`src/rtl/glzw_pkg.sv`:
```
// ---------------------------------------------------------------------------
// glzw_pkg
// Shared types and constants of the GIF LZW stream decoder.
// ---------------------------------------------------------------------------
package glzw_pkg;

  localparam int TABLE_ENTRIES_DEF = 4096;
  localparam int STACK_DEPTH_DEF   = 4096;
  localparam int MAX_WIDTH_LIMIT   = 4096;

  localparam logic [3:0] ROOT_MIN  = 4'd2;
  localparam logic [3:0] ROOT_MAX  = 4'd8;
  localparam logic [3:0] ROOT_RST  = 4'd8;
  localparam int         BYTE_ROOM = 16;   // most bits held before a data byte still fits

  // input beat opcodes
  typedef enum logic [1:0] {
    CMD_PUSH  = 2'd0,
    CMD_PULL  = 2'd1,
    CMD_START = 2'd2
  } cmd_t;

  // result status codes
  typedef enum logic [2:0] {
    ST_PIXEL     = 3'd0,
    ST_NEED      = 3'd1,
    ST_END       = 3'd2,
    ST_EXHAUSTED = 3'd3,
    ST_CORRUPT   = 3'd4,
    ST_TAKEN     = 3'd5,
    ST_REFUSED   = 3'd6
  } status_t;

  // controller states
  typedef enum logic [2:0] {
    S_IDLE,
    S_PULL,
    S_POP,
    S_DECODE,
    S_WALK,
    S_WALK_RD,
    S_RESP
  } state_t;

  // datapath operations
  typedef enum logic [3:0] {
    DP_NOP,
    DP_PUSH,
    DP_START,
    DP_POP_RD,
    DP_EXTRACT,
    DP_INIT,
    DP_END,
    DP_FIRST,
    DP_KWK,
    DP_NORM,
    DP_WALK_RD,
    DP_WALK_STEP,
    DP_FINISH,
    DP_FLUSH,
    DP_ROOT_FULL
  } dp_op_t;

  typedef enum logic [1:0] {
    PIX_ZERO,
    PIX_STACK,
    PIX_CODE
  } pix_sel_t;

  typedef struct packed {
    dp_op_t   op;
    logic     res_load;
    status_t  res_status;
    pix_sel_t pix_sel;
    logic     out_load;
  } ctrl_cmd_t;

  typedef struct packed {
    logic end_seen;
    logic framing_done;
    logic push_refuse;
    logic stack_empty;
    logic stack_full;
    logic bits_short;
    logic code_clr;
    logic code_end;
    logic awaiting;
    logic code_root;
    logic code_new;
    logic cur_root;
    logic cur_oob;
    logic link_self;
  } dp_sts_t;

endpackage

```
`src/rtl/glzw_ctrl.sv`:
```
// ---------------------------------------------------------------------------
// glzw_ctrl
// Sequencer: steps one command beat through pop, decode and chain walk.
// ---------------------------------------------------------------------------
module glzw_ctrl (
  input  logic                clk,
  input  logic                rst_n,
  input  logic                in_valid,
  input  logic [1:0]          in_cmd,
  output logic                in_ready,
  output logic                out_valid,
  input  logic                out_ready,
  input  glzw_pkg::dp_sts_t   sts,
  output glzw_pkg::ctrl_cmd_t cmd
);
  import glzw_pkg::*;

  state_t state_r, state_nxt;
  logic   out_valid_r, out_valid_nxt;

  assign in_ready  = (state_r == S_IDLE);
  assign out_valid = out_valid_r;

  // next state
  always_comb begin
    state_nxt = state_r;
    case (state_r)
      S_IDLE: begin
        if (in_valid) begin
          state_nxt = (in_cmd == CMD_PULL) ? S_PULL : S_RESP;
        end
      end
      S_PULL: begin
        if (sts.end_seen) state_nxt = S_RESP;
        else if (!sts.stack_empty) state_nxt = S_POP;
        else if (sts.bits_short) state_nxt = S_RESP;
        else state_nxt = S_DECODE;
      end
      S_POP: state_nxt = S_RESP;
      S_DECODE: begin
        if (sts.code_clr) state_nxt = S_PULL;
        else if (sts.code_end || sts.awaiting) state_nxt = S_RESP;
        else if (sts.code_new && sts.stack_full) state_nxt = S_RESP;
        else state_nxt = S_WALK;
      end
      S_WALK: begin
        if (sts.cur_root) state_nxt = sts.stack_full ? S_RESP : S_PULL;
        else if (sts.cur_oob) state_nxt = S_RESP;
        else state_nxt = S_WALK_RD;
      end
      S_WALK_RD: begin
        state_nxt = (sts.stack_full || sts.link_self) ? S_RESP : S_WALK;
      end
      S_RESP: begin
        if (!out_valid_r || out_ready) state_nxt = S_IDLE;
      end
      default: state_nxt = S_IDLE;
    endcase
  end

  // datapath commands
  always_comb begin
    cmd = '{op: DP_NOP, res_load: 1'b0, res_status: ST_PIXEL,
            pix_sel: PIX_ZERO, out_load: 1'b0};
    case (state_r)
      S_IDLE: begin
        if (in_valid) begin
          case (in_cmd)
            CMD_PUSH: begin
              cmd.op         = DP_PUSH;
              cmd.res_load   = 1'b1;
              cmd.res_status = sts.push_refuse ? ST_REFUSED : ST_TAKEN;
            end
            CMD_PULL: cmd.op = DP_NOP;
            CMD_START: begin
              cmd.op         = DP_START;
              cmd.res_load   = 1'b1;
              cmd.res_status = ST_TAKEN;
            end
            default: begin
              cmd.res_load   = 1'b1;
              cmd.res_status = ST_REFUSED;
            end
          endcase
        end
      end
      S_PULL: begin
        if (sts.end_seen) begin
          cmd.res_load   = 1'b1;
          cmd.res_status = ST_END;
        end else if (!sts.stack_empty) begin
          cmd.op = DP_POP_RD;
        end else if (sts.bits_short) begin
          cmd.res_load   = 1'b1;
          cmd.res_status = sts.framing_done ? ST_EXHAUSTED : ST_NEED;
        end else begin
          cmd.op = DP_EXTRACT;
        end
      end
      S_POP: begin
        cmd.res_load   = 1'b1;
        cmd.res_status = ST_PIXEL;
        cmd.pix_sel    = PIX_STACK;
      end
      S_DECODE: begin
        if (sts.code_clr) begin
          cmd.op = DP_INIT;
        end else if (sts.code_end) begin
          cmd.op         = DP_END;
          cmd.res_load   = 1'b1;
          cmd.res_status = ST_END;
        end else if (sts.awaiting) begin
          cmd.res_load = 1'b1;
          if (sts.code_root) begin
            cmd.op         = DP_FIRST;
            cmd.res_status = ST_PIXEL;
            cmd.pix_sel    = PIX_CODE;
          end else begin
            cmd.res_status = ST_CORRUPT;
          end
        end else if (sts.code_new) begin
          if (sts.stack_full) begin
            cmd.op         = DP_FLUSH;
            cmd.res_load   = 1'b1;
            cmd.res_status = ST_CORRUPT;
          end else begin
            cmd.op = DP_KWK;
          end
        end else begin
          cmd.op = DP_NORM;
        end
      end
      S_WALK: begin
        if (sts.cur_root && !sts.stack_full) begin
          cmd.op = DP_FINISH;
        end else if (sts.cur_root) begin
          // root reached with no room left: first character still updates
          cmd.op         = DP_ROOT_FULL;
          cmd.res_load   = 1'b1;
          cmd.res_status = ST_CORRUPT;
        end else if (sts.cur_oob) begin
          cmd.op         = DP_FLUSH;
          cmd.res_load   = 1'b1;
          cmd.res_status = ST_CORRUPT;
        end else begin
          cmd.op = DP_WALK_RD;
        end
      end
      S_WALK_RD: begin
        if (sts.stack_full || sts.link_self) begin
          cmd.op         = DP_FLUSH;
          cmd.res_load   = 1'b1;
          cmd.res_status = ST_CORRUPT;
        end else begin
          cmd.op = DP_WALK_STEP;
        end
      end
      S_RESP: begin
        cmd.out_load = !out_valid_r || out_ready;
      end
      default: cmd.op = DP_NOP;
    endcase
  end

  // output beat valid
  always_comb begin
    out_valid_nxt = out_valid_r;
    if (cmd.out_load) out_valid_nxt = 1'b1;
    else if (out_ready) out_valid_nxt = 1'b0;
  end

  always_ff @(posedge clk) begin
    if (!rst_n) begin
      state_r     <= S_IDLE;
      out_valid_r <= 1'b0;
    end else begin
      state_r     <= state_nxt;
      out_valid_r <= out_valid_nxt;
    end
  end

endmodule

```
`config.mk`:
```
export PLATFORM = sky130hd
export DESIGN_NAME = glzw_ctrl
export DESIGN_NICKNAME = d
export VERILOG_FILES = /design/src/rtl/glzw_pkg.sv /design/src/rtl/glzw_ctrl.sv
export SDC_FILE = /design/constraint.sdc
export NUM_CORES = 1
export LEC_CHECK = 0
export CAP_MARGIN = 20
export CORE_MARGIN = 2
export CORE_UTILIZATION = 40
export CTS_BUF_LIST = sky130_fd_sc_hd__clkbuf_16
export DETAILED_ROUTE_END_ITERATION = 10
export DONT_BUFFER_PORTS = 1
export HOLD_SLACK_MARGIN = 0.15
export PLACE_DENSITY_LB_ADDON = 0.05
export SLEW_MARGIN = 20
export SYNTH_ARGS = -nofsm -noshare
export SYNTH_HDL_FRONTEND = slang
export SYNTH_SLANG_ARGS = --single-unit
export TNS_END_PERCENT = 10
```
`constraint.sdc`:
```
create_clock -name clk -period 3.3 [get_ports clk]
set_clock_uncertainty 0.15 [all_clocks]
set_input_delay 0.66 -clock clk [delete_from_list [all_inputs] [get_ports clk]]
set_output_delay 0.66 -clock clk [all_outputs]
set_load 0.1 [all_outputs]
```
==> flow_summary.json <==
{
  "dp_hpwl_um": 1550,
  "clockRootBuffer": "clkbuf_16",
  "slew_violations": 0,
  "drv_cap": 0,
  "drt_iter0_markers": 10,
  "slew_headroom": 0.607,
  "vias_per_cell": 5.92,
  "post_cts_resized": 0,
  "critPathTopFamily": "simple AND/OR/NAND/NOR gates",
  "grt_first_pass_wirelength_um": 3070,
  "critPathCaptureType": "primary output",
  "crit_cells": 5,
  "ctsHoldBuffers": 0,
  "nNetsFinal": 135,
  "crit_path_cell_trace": "nand2b_1 -> nor3b_2 -> nand2b_1 -> o21ai_2 -> buf_4",
  "worst-setup-path-type": "reg -> out",
  "tightest_slew_ns": 0.588,
  "synth_edf_count": 0,
  "fmax_mhz": 347,
  "overflow": 0,
  "dpl_worst_slack_ns": 0.660,
  "vias": 746,
  "gp_routability_congestion": 0.850,
  "cts_setup_buffers": 0,
  "post_route_cells_drive_above_1_share": 0.294,
  "cp.buffers_inverters": 1,
  "cp_max_fo": 13,
  "routedWlPerCell_um": 15.0,
  "clk_pin_slew_ns": 0.03,
  "rsz0062_at_grt": "false",
  "areaGrowthSynthToFinish_pct": 35.5,
  "setup_viol": 0,
  "ys_seq_elements": 4,
  "synth.distinct_cells": 45,
  "syn_area_per_cell_sq_um": 7.26,
  "grt_pass1_vias": 672,
  "port_buffers": 0,
  "layout_commonest_cell": "nand2_1",
  "antenna_found_initial": 0,
  "core_area_sq_um": 1690,
  "synthArstFlopShare": 0,
  "ys_warn_count": 0,
  "ant_nets": 0,
  "seq_area_frac_synth": 0.114,
  "antenna_cells": 0,
  "synth_nets": 121,
  "period_needed_ns": 2.88,
  "die_y_um": 46.0,
  "design.die.area_sq_um": 2110,
  "slowest_stage": "dfxtp_1",
  "p_per_area_nw_per_um2": 962,
  "hold_viol_final": 0,
  "grt_max_degree": 17,
  "cp.arrival_ns": 2.07,
  "fillCellCount": 164,
  "reg2regPathDepth": 4,
  "syn_inst": 97,
  "num_rows": 15,
  "clkLatencyLatePin_ns": 0.22,
  "holdCritPathClass": "in -> reg",
  "cp-start-kind": "register",
  "io_pins": 33,
  "critPathMaxStageDelay_ns": 0.68,
  "grtUsageTotal": 0.200,
  "cts_sinks": 4,
  "min_delay_path_depth": 1,
  "utilization": 0.565,
  "drt-total-wl_um": 1890,
  "max-vdd-ir-drop_mv": 0.486,
  "cts_made_buffers": 3,
  "final.setup.worst_slack_ns": 0.419,
  "timing.setup.tns_ns": 0,
  "syn_area_sq_um": 704,
  "post-route-period-util": 0.873,
  "p_total_uw": 918,
  "status": "complete, no violations",
  "cts_max_level": 1,
  "cts_tree": "yes",
  "cp.required_ns": 2.49,
  "cts_buffer_depth": 2,
  "leakage_nw": 0.391,
  "die_w_um": 46.0,
  "synth-main-ff-cell": "dfxtp_1",
  "drc_errors": 0,
  "start_util": 0.417,
  "layout_common_cells": "nand2_1, buf_4, a21oi_1, nor2_1",
  "drt_pre_antenna_iters": 4,
  "cpMostUsedCell": "nand2b_1"
}
[synth_stat cells (all sizes together), types with 2 or more instances]
cell type  number  share of area
or2b            2          0.021
nor3b           4          0.057
o21ai           6          0.043
nand4           2          0.018
a21oi           8          0.057
and2            2          0.018
ha              4          0.071
buf             3          0.037
nand3b          2          0.027
dfxtp           4           0.11
nor2            9          0.048
or2             3          0.030
nand2b          4          0.036
o32ai           2          0.025
nand2          13          0.069
mux2i           2          0.028
nor2b           3          0.027
inv             4          0.021
o211ai          2          0.028
nor3            2          0.021
[through the flow]
stage,instances,cell area (sq um),hold WS [ns]
2_1_floorplan,97,721,0.519
3_3_place_gp,123,880,0.598
3_5_place_dp,123,880,0.632
4_1_cts,126,955,0.431
5_1_grt,126,955,0.438
6_report,126,955,0.433
[layout make-up]
class                      count  area, sq um  area share
inverter                       4         15.0      0.0157
tap                           17         21.3      0.0223
multi-input combinational     85          616       0.645
timing repair buffer          13          148       0.155
sequential                     4         80.1      0.0839
clock buffer                   3         75.1      0.0786
[routing by layer]
metal	track usage	part of all wire	vias up
met5	0	0	-
met1	0.265	0.45	340
li1	-	-	378
met2	0.333	0.49	28
met3	0.0635	0.056	0
met4	0	0	0
[final timing paths]
path                            startpoint          to  slack [ns]
worst max-delay path            state_r[1]     cmd[10]        0.42
worst min-delay path                 rst_n  state_r[0]        0.43
worst max register to register  state_r[1]  state_r[1]        1.53
worst min register to register  state_r[2]   out_valid        0.65
[report_power, final]
part           internal (mW)  leakage, nW  switching (mW)
Combinational          0.186        0.321           0.438
Sequential            0.0600       0.0329          0.0442
Clock                  0.155       0.0370          0.0352
[registers in the layout, indices dropped and copies added (netlist names)]
signal     cells
state_r        3
out_valid      1
[cells by family after synthesis]
kind of cell    Yosys count  synth area share
buf+inv                   8            0.0693
fa+ha+maj                 4            0.0711
mux                       2            0.0284
simple gates             52             0.451
compound gates           27             0.266
flops                     4             0.114
(Power assumes the default switching activity.)
